<file path="config.mk">
export PLATFORM = sky130hd
export DESIGN_NAME = stable_priority_queue_unit
export DESIGN_NICKNAME = d
export VERILOG_FILES = /design/src/rtl/spq_pkg.sv /design/src/rtl/spq_cell.sv /design/src/rtl/stable_priority_queue_unit.sv
export SDC_FILE = /design/constraint.sdc
export NUM_CORES = 2
export LEC_CHECK = 0
export BUFFER_PORTS_ARGS = -buffer_cell sky130_fd_sc_hd__buf_2
export CORE_MARGIN = 3
export CORE_UTILIZATION = 53
export DETAILED_ROUTE_END_ITERATION = 6
export PLACE_DENSITY = 0.69
export SKIP_LAST_GASP = 1
export SYNTH_ARGS = -nofsm -noshare
export SYNTH_HDL_FRONTEND = slang
export SYNTH_SLANG_ARGS = --single-unit
</file>
<file path="constraint.sdc">
create_clock -name clk_i -period 4.6 [get_ports clk_i]
set_clock_uncertainty 0.2 [all_clocks]
set_input_delay 1.38 -clock clk_i [delete_from_list [all_inputs] [get_ports clk_i]]
set_output_delay 1.38 -clock clk_i [all_outputs]
set_load 0.03 [all_outputs]
</file>
<file path="src/rtl/spq_pkg.sv">
// Package of the stable priority queue: sizes, command and status codes,
// and the packed types of the request and response beats.
// No dependencies.
package spq_pkg;

  localparam int unsigned DEPTH        = 16;
  localparam int unsigned PAYLOAD_BITS = 32;
  localparam int unsigned CNT_W        = $clog2(DEPTH + 1);

  localparam logic ACT_PUSH = 1'b0;
  localparam logic ACT_POP  = 1'b1;

  localparam logic [1:0] ST_DONE  = 2'd0;
  localparam logic [1:0] ST_FULL  = 2'd1;
  localparam logic [1:0] ST_EMPTY = 2'd2;

  typedef logic [PAYLOAD_BITS-1:0] spq_data_t;

  typedef struct packed {
    logic        action;
    logic [31:0] payload;
    logic [7:0]  priority_req;
  } spq_in_t;

  typedef struct packed {
    logic [1:0]  status;
    logic        head_valid;
    logic [31:0] head_payload;
    logic [7:0]  head_priority;
    logic [4:0]  entry_total;
  } spq_out_t;

  typedef struct packed {
    logic      valid;
    logic [7:0] prio;
    spq_data_t data;
  } spq_entry_t;

  typedef struct packed {
    logic push;
    logic pop;
  } spq_cmd_t;

endpackage

</file>
<file path="src/rtl/spq_cell.sv">
// One slot of the sorted shift chain of the stable priority queue.
// Depends on spq_pkg.
module spq_cell import spq_pkg::*; (
  input  logic       clk_i,
  input  logic       rst_ni,
  input  spq_cmd_t   cmd_i,
  input  spq_entry_t new_i,
  input  spq_entry_t left_i,
  input  logic       left_keep_i,
  input  spq_entry_t right_i,
  output spq_entry_t ent_o,
  output logic       keep_o
);

  logic       valid_q, valid_d;
  logic [7:0] prio_q, prio_d;
  spq_data_t  data_q, data_d;

  // A stored entry of equal or higher priority stays ahead of the new one.
  assign keep_o = valid_q && (prio_q >= new_i.prio);

  always_comb begin
    valid_d = valid_q;
    prio_d  = prio_q;
    data_d  = data_q;
    if (cmd_i.push && !keep_o) begin
      if (left_keep_i) begin
        valid_d = 1'b1;
        prio_d  = new_i.prio;
        data_d  = new_i.data;
      end else begin
        valid_d = left_i.valid;
        prio_d  = left_i.prio;
        data_d  = left_i.data;
      end
    end else if (cmd_i.pop) begin
      valid_d = right_i.valid;
      prio_d  = right_i.prio;
      data_d  = right_i.data;
    end
  end

  always_ff @(posedge clk_i or negedge rst_ni) begin
    if (!rst_ni) begin
      valid_q <= 1'b0;
    end else begin
      valid_q <= valid_d;
    end
  end

  always_ff @(posedge clk_i) begin
    prio_q <= prio_d;
    data_q <= data_d;
  end

  assign ent_o = '{valid: valid_q, prio: prio_q, data: data_q};

endmodule

</file>
<file path="src/rtl/stable_priority_queue_unit.sv">
// Top level of the stable priority queue: a chain of sorted cells plus
// the entry counter and the response register. Depends on spq_pkg, spq_cell.
//
// A request beat (push of a payload with a priority, or pop of the head)
// is taken at a rising edge where start is high and busy is low. Busy is
// never raised, so one beat can be taken in every cycle. The response beat
// appears on rsp_o in the following cycle, marked by done_o for exactly one cycle;
// the receiver cannot hold it off and must take it then.
// Throughput is one beat per cycle: every cell compares its stored priority
// with the pushed one in parallel and shifts toward or away from the head
// in the same cycle, so the update is one compare plus a select per cell.
// Entries of equal priority leave in arrival order. A push to a full queue
// is dropped with status FULL; a pop of an empty queue reports EMPTY.
// Each response carries the head entry and the entry count after the beat.
// Reset clears all cell valid bits and the count; the queue is empty and
// ready in the first cycle after reset.
module stable_priority_queue_unit import spq_pkg::*; (
  input  logic     clk_i,
  input  logic     rst_ni,
  input  logic     start,
  output logic     busy,
  input  spq_in_t  req_i,
  output logic     done_o,
  output spq_out_t rsp_o
);

  logic             accept;
  logic             full, empty;
  spq_cmd_t         cmd;
  spq_entry_t       new_ent;
  spq_entry_t       ent  [DEPTH];
  logic             keep [DEPTH];
  logic [DEPTH-1:0] valid_vec;
  logic [CNT_W-1:0] count_q, count_d;
  logic [1:0]       status_q, status_d;
  logic             done_q;

  assign busy   = 1'b0;
  assign accept = start && !busy;
  assign full   = (count_q == CNT_W'(DEPTH));
  assign empty  = (count_q == '0);

  assign cmd.push = accept && (req_i.action == ACT_PUSH) && !full;
  assign cmd.pop  = accept && (req_i.action == ACT_POP) && !empty;

  assign new_ent = '{valid: 1'b1, prio: req_i.priority_req,
                     data: spq_data_t'(req_i.payload)};

  for (genvar i = 0; i < DEPTH; i++) begin : g_cell
    spq_entry_t left_ent, right_ent;
    logic       left_keep;
    if (i == 0) begin : g_first
      assign left_ent  = '0;
      assign left_keep = 1'b1;
    end else begin : g_mid
      assign left_ent  = ent[i-1];
      assign left_keep = keep[i-1];
    end
    if (i == DEPTH - 1) begin : g_last
      assign right_ent = '0;
    end else begin : g_inner
      assign right_ent = ent[i+1];
    end
    spq_cell u_cell (
      .clk_i      (clk_i),
      .rst_ni     (rst_ni),
      .cmd_i      (cmd),
      .new_i      (new_ent),
      .left_i     (left_ent),
      .left_keep_i(left_keep),
      .right_i    (right_ent),
      .ent_o      (ent[i]),
      .keep_o     (keep[i])
    );
    assign valid_vec[i] = ent[i].valid;
  end

  always_comb begin
    count_d  = count_q;
    status_d = ST_DONE;
    if (accept) begin
      if (req_i.action == ACT_PUSH) begin
        if (full) begin
          status_d = ST_FULL;
        end else begin
          count_d = count_q + CNT_W'(1);
        end
      end else begin
        if (empty) begin
          status_d = ST_EMPTY;
        end else begin
          count_d = count_q - CNT_W'(1);
        end
      end
    end
  end

  always_ff @(posedge clk_i or negedge rst_ni) begin
    if (!rst_ni) begin
      count_q <= '0;
      done_q  <= 1'b0;
    end else begin
      count_q <= count_d;
      done_q  <= accept;
    end
  end

  always_ff @(posedge clk_i) begin
    status_q <= status_d;
  end

  assign done_o             = done_q;
  assign rsp_o.status       = status_q;
  assign rsp_o.head_valid   = ent[0].valid;
  assign rsp_o.head_payload = ent[0].valid ? 32'(ent[0].data) : 32'd0;
  assign rsp_o.head_priority = ent[0].valid ? ent[0].prio : 8'd0;
  assign rsp_o.entry_total  = 5'(count_q);

  a_count_matches : assert property (@(posedge clk_i) disable iff (!rst_ni)
    32'(count_q) == $countones(valid_vec))
    else $error("Entry count does not match the occupied cells.");

  a_valid_packed : assert property (@(posedge clk_i) disable iff (!rst_ni)
    (valid_vec & (valid_vec + DEPTH'(1))) == '0)
    else $error("Occupied cells are not packed toward the head.");

  a_beat_answered : assert property (@(posedge clk_i) disable iff (!rst_ni)
    accept |=> done_o)
    else $error("Accepted beat produced no response.");

  a_full_drop : assert property (@(posedge clk_i) disable iff (!rst_ni)
    (done_o && rsp_o.status == ST_FULL) |-> count_q == CNT_W'(DEPTH))
    else $error("Push reported as dropped while the queue is not full.");

  a_empty_pop : assert property (@(posedge clk_i) disable iff (!rst_ni)
    (done_o && rsp_o.status == ST_EMPTY) |-> !ent[0].valid)
    else $error("Pop reported as empty while the queue holds entries.");

endmodule

</file>
# [Word level (Yosys, flattened, before mapping)]
# Index checks and enable logic that the tools add are counted.
[word_totals] register_bits=664 in_bits=44 out_inout_bits=50 elab_cells=294
[op_classes] add_sub_neg=2 order_cmp=16 eq_ne=3 muxes=149 bitwise_logic=1 reduce_logical=72
[ops] operator="$mux 32" n=48
[ops] operator="$mux 8" n=48
[ops] operator="$ge 8x8->1" n=16
[ops] operator="$mux 1" n=48
[ops] operator="$logic_and 1x1->1" n=36
[ops] operator="$reduce_bool 2->1" n=16
[ops] operator="$logic_not 1->1" n=18
[ops] operator="$mux 5" n=3
[ops] operator="$add 5x1->5 const B" n=1
[ops] operator="$eq 5x5->1 const B" n=1
[ops] operator="$logic_not 5->1" n=1
[ops] operator="$sub 5x1->5 const B" n=1
[ops] operator="$mux 2" n=2
[ops] operator="$ne 2x2->1 const B" n=2
[ops] operator="$reduce_and 3->1" n=1
[ops] operator="$not 1->1" n=1

# [Longest topological paths before layout]
[logic_depth] word_depth=5 mapped_depth=12 mapped_depth_nobuf=8

# [Modules after synthesis]
# A second synthesis with hierarchy kept.
[unflattened] cells_unflattened=2788 area_unflattened_um2=43820.8
[modules_own_cells] module="spq_cell (g_cell[15].u_cell ...)" n_inst=10 cells_each=169 area_each_um2=2702.6 seq_area_each_um2=1226.2
[modules_own_cells] module="spq_cell (g_cell[0].u_cell ...)" n_inst=6 cells_each=168 area_each_um2=2672.6 seq_area_each_um2=1226.2
[modules_own_cells] module="stable_priority_queue_unit" n_inst=1 cells_each=90 area_each_um2=759.5 seq_area_each_um2=190.2

# [Least setup slack after synthesis]
# No wires, ideal clock.
[synth_timing] path_kind="input port to flip-flop" startpoint="in req_i[6] in the netlist's numbering" endpoint="reg g_cell[2].u_cell.data_q[0] (enable)" setup_time_ns=0.404 arrival_ns=4.386 required_time_ns=3.996 setup_slack_ns=-0.390 path_stages=10 path_buffers=3 path_cell_list="clkbuf_1 > clkbuf_1 > inv_1 > ha_1 > a41oi_1 > o21ai_0 > a22oi_1 > and2_1 > buf_2 > nand2b_1"
[synth_via] elab_chain_len=5
[synth_rtl] item="start: declaration" line_no="stable_priority_queue_unit.sv:22" rtl="input spq_in_t req_i,"
[synth_rtl] item="$ge 8x8->1" line_no="spq_cell.sv:20" rtl="assign keep_o = valid_q && (prio_q >= new_i.prio);"
[synth_rtl] item="$logic_and 1x1->1" line_no="spq_cell.sv:20"
[synth_rtl] item="$logic_not 1->1" line_no="spq_cell.sv:26" rtl="if (cmd_i.push && !keep_o) begin"
[synth_rtl] item="$logic_and 1x1->1" line_no="spq_cell.sv:26"
[synth_rtl] item="$reduce_bool 2->1 (no source line)"
[synth_rtl] item="end signal: assignment" line_no="spq_cell.sv:53" rtl="data_q <= data_d;"
[synth_rtl] item="end: declaration" line_no="spq_cell.sv:17" rtl="spq_data_t data_q, data_d;"
# No other way between the ends.
# A chain may end at the register's enable or synchronous reset.

# [Final worst setup path]
[layout_timing] startpoint="in req_i[7] in the netlist's numbering" endpoint="reg g_cell[11].u_cell.data_q[12], data pin"
[layout_via] elab_chain_len=5 elab_cells_between_ends=8 classes_between="order compare (2); mux (2); reduce/logical (4)"
[layout_rtl] item="$ge 8x8->1" line_no="spq_cell.sv:20"
[layout_rtl] item="$logic_and 1x1->1" line_no="spq_cell.sv:20"
[layout_rtl] item="$logic_not 1->1" line_no="spq_cell.sv:26"
[layout_rtl] item="$logic_and 1x1->1" line_no="spq_cell.sv:26"
[layout_rtl] item="$mux 32 (*)" line_no="spq_cell.sv:26"
[layout_rtl] item="named net g_cell[11].u_cell.data_d[12]" line_no="spq_cell.sv:17"
[layout_rtl] item="end signal: assignment" line_no="spq_cell.sv:53"
[layout_rtl] item="end: declaration" line_no="spq_cell.sv:17"
# Mark *: on every way through the listed nets, which the timed path passes. The rest lies on a longest branch.

==> impl_metrics.py <==
metrics = {
    "route": {
        "drt-vias-per-instance": 5.915,
        "drt_first_pass_iters": 6,
        "post_drt_wl_per_cell_um": 20.00,
        "totalWireLength_um": 83370,
        "drc": 0,
        "antenna_left": 0,
        "via_count": 24660,
        "drt-initial-drc-count": 2313,
    },
    "synth": {
        "synth.most_common_cell": "edfxtp_1",
        "synth_seq_area_share_pct": 54.32,
        "syn-cell-area_sq_um": 36470,
        "synth_top_area_cell": "edfxtp_1",
        "syn_nets": 3437,
        "synth.distinct_cells": 51,
        "synth_top_family_by_area": "multiplexers",
        "synthSimpleGateAreaFrac_pct": 9.510,
        "synth_flop_cell": "edfxtp_1",
        "netlist_instances": 3261,
        "yosys-top-cells-count": "edfxtp_1, nor2_1, mux2i_1, a21oi_1, buf_2",
        "synth_top_area_share_pct": 52.70,
        "yosysWarningCount": 0,
        "ys_ff_latch": 664,
        "synth_compound_area_share_pct": 10.49,
        "synthAdderAreaFrac_pct": 4.549,
        "async_flop_share_pct": 3.313,
        "synth_xor_area_share_pct": 0.1441,
        "syn_area_per_cell_sq_um": 11.18,
        "synthMuxAreaShare_pct": 16.91,
        "synthTopCellsByArea": "edfxtp_1, mux2i_1, a21oi_1",
        "synth_edf_count": 640,
    },
    "finish": {
        "syn_to_final_growth_pct": 9.699,
        "multiInputGateArea_sq_um": 15270,
        "fillerInstances": 5421,
        "final_net_count": 3422,
        "finalNonFillerCells": 4169,
        "seq_area_sq_um": 19810,
        "drive_above_1_share_pct": 10.05,
    },
    "floorplan": {
        "num_rows": 95,
        "initial_utilization_pct": 53.92,
        "die-height_um": 268.3,
        "die_x_um": 268.3,
        "ioPinCount": 94,
        "dieArea_sq_um": 72000,
        "core_area_sq_um": 67630,
    },
    "timing": {
        "fmax_ghz": 0.2605,
        "rsz0062_at_grt": "no",
        "setup-violations-final": 0,
        "post-route-period-util_pct": 83.44,
        "fin_setup_tns_ps": 0,
        "min_period_ps": 3838,
        "final_hold_viol_count": 0,
        "worst_pin_slew_ps": 918.8,
        "setup_slack_ps": 761.6,
        "drv_slew": 0,
        "slew_headroom_pct": 38.45,
    },
    "clock_tree": {
        "postCtsHoldBufs": 0,
        "cts_tree": "done",
        "clock_latency_ps": 610,
        "clkSinkCount": 664,
        "cts_root_buf": "clkbuf_16",
        "htree_levels": 3,
        "cts_setup_buffers": 0,
        "ctsResizeCount": 0,
        "path_clk_slew_ps": 60,
        "cts_inserted_buffers": 73,
        "cts_buffer_depth": 3,
    },
    "power_and_ir_drop": {
        "p_leak_nw": 18.06,
        "pwr-share-seq_pct": 44.6,
        "p_int_mw": 14.11,
        "peakVddDrop_mv": 0.4015,
        "power.switching_mw": 7.095,
        "clkPwrFrac_pct": 25.2,
        "p_comb_share_pct": 30.2,
        "power_density_nw_per_um2": 530.0,
        "sw_frac_of_total_pct": 33.46,
    },
    "setup_path": {
        "path_common_cell": "buf_4",
        "required_ps": 4710,
        "cpPeakStageDelay_ps": 470,
        "reg2reg_slack_ps": 1550,
        "cp_num_buf_inv": 4,
        "arrival_ps": 3950,
        "crit_chain": "buf_2 > inv_1 > buf_4 > ha_1 > a41oi_1 > o21ai_0 > a22oi_2 > and2_4 > buf_4 > a21oi_1",
        "slowest_stage": "buf_4",
        "path_class": "in2reg",
        "crit_fanout": 64,
        "crit_path_start_kind": "input port",
        "critPathCaptureType": "flop",
        "critPathTopFamily": "buffers and inverters",
    },
    "outcome": {
        "status": "finished, final reports clean",
    },
    "grt": {
        "grt_pass1_wl_um": 133100,
        "grt_max_degree": 83,
        "overflow": 0,
        "antenna_found_initial": 2,
        "grt_pass1_vias": 24050,
        "grtUsageTotal_pct": 22.87,
    },
    "run": {
        "max_cap_violations": 0,
    },
    "min_path": {
        "hp-class": "reg2reg",
    },
    "placement": {
        "dp_slack_ps": 186.6,
        "place_inst": 4044,
        "hpwl_um": 57910,
        "port_buffers": 92,
        "place.gp.congestion": 0.8888,
    },
}
-- stage by stage --
| step | power [mW] | hold WS, ps | utilization (%) | instance area [sq um] |
|---|---|---|---|---|
| floorplan | 14.08 | 315.8 | - | 36500 |
| global placement | 15.62 | 344.3 | 56.02 | 37890 |
| detailed placement | 15.93 | 350.4 | 56.02 | 37890 |
| CTS | 21.27 | 370.1 | 59.15 | 40000 |
| global route | 22.39 | 392.7 | 59.15 | 40010 |
| finish | 21.20 | 368.8 | 59.15 | 40010 |
-- layout make-up --
class / count / area share (%)
tap: 873 / 2.730
inverter: 43 / 0.4034
timing repair buffer: 168 / 3.891
clock inverter: 28 / 0.4160
antenna: 2 / 0.01251
sequential: 664 / 49.51
multi-input combinational: 2296 / 38.16
clock buffer: 95 / 4.876
-- per-layer routing --
metal / vias up / wire length, um / track usage, %
li1: 11870 / - / -
met1: 11820 / 39140 / 34.21
met2: 876 / 36900 / 35.34
met3: 96 / 6078 / 3.177
met4: 0 / 1243 / 5.807
met5: - / 0 / 0
-- state kept, by name, summed over array words and instances (netlist names) --
register	count
count_q	5
g_cell.u_cell.valid_q	16
g_cell.u_cell.prio_q	128
g_cell.u_cell.data_q	512
status_q	2
done_o	1
-- cell usage in the layout (no fill, tap or decap), types with 9 or more instances in the layout --
cell	n
a21oi_1	544
a22oi_2	14
a31oi_1	40
a41oi_1	14
and2_1	41
and2_2	11
buf_12	42
buf_2	92
buf_4	34
clkbuf_1	19
clkbuf_16	74
clkinv_1	12
clkinv_2	10
dfrtp_1	22
edfxtp_1	640
ha_1	131
inv_1	43
mux2_1	29
mux2_2	13
mux2i_1	569
nand2_1	106
nand2b_2	9
nand3_1	16
nor2_1	631
nor3b_1	14
o211ai_1	14
o21ai_0	35
o21ai_1	11
o21ai_2	10
-- worst register-to-register path: cells and delay by family (launching register included) --
| family | cells | cell delay (ps) |
|---|---|---|
| and+or+nand+nor | 2 | 710 |
| AOI/OAI and AO/OA | 1 | 740 |
| buffers and inverters | 2 | 630 |
| DFF | 1 | 450 |
-- logic make-up after synthesis --
| kind of cell | Yosys count |
|---|---|
| xor+xnor | 6 |
| mux | 611 |
| compound gates | 699 |
| buf+inv | 301 |
| flops | 664 |
| fa+ha+maj | 132 |
| simple gates | 847 |
| other cells | 1 |
-- power groups by stage --
stage / Combinational (mW) / Clock (mW) / Sequential, mW
after detailed placement: 6.37 / 0 / 9.55
after CTS: 6.40 / 5.43 / 9.44
after floorplan: 4.84 / 0 / 9.23
final: 6.40 / 5.33 / 9.47
after global placement: 6.16 / 0 / 9.46
after global routing: 7.09 / 5.68 / 9.61
-- path summary, 6_finish.rpt --
check,startpoint,end,cells after the start
worst min register to register,g_cell[1].u_cell.data_q[24],g_cell[0].u_cell.data_q[24],1
worst max-delay path,req_i[7],g_cell[11].u_cell.data_q[12],10
worst min-delay path,g_cell[1].u_cell.data_q[24],g_cell[0].u_cell.data_q[24],1
min in group asynchronous,rst_ni,count_q[0],1
worst max register to register,count_q[0],g_cell[2].u_cell.data_q[12],5
max in group asynchronous,rst_ni,g_cell[0].u_cell.valid_q,1
Note: power is estimated with default switching activity, not from simulation.
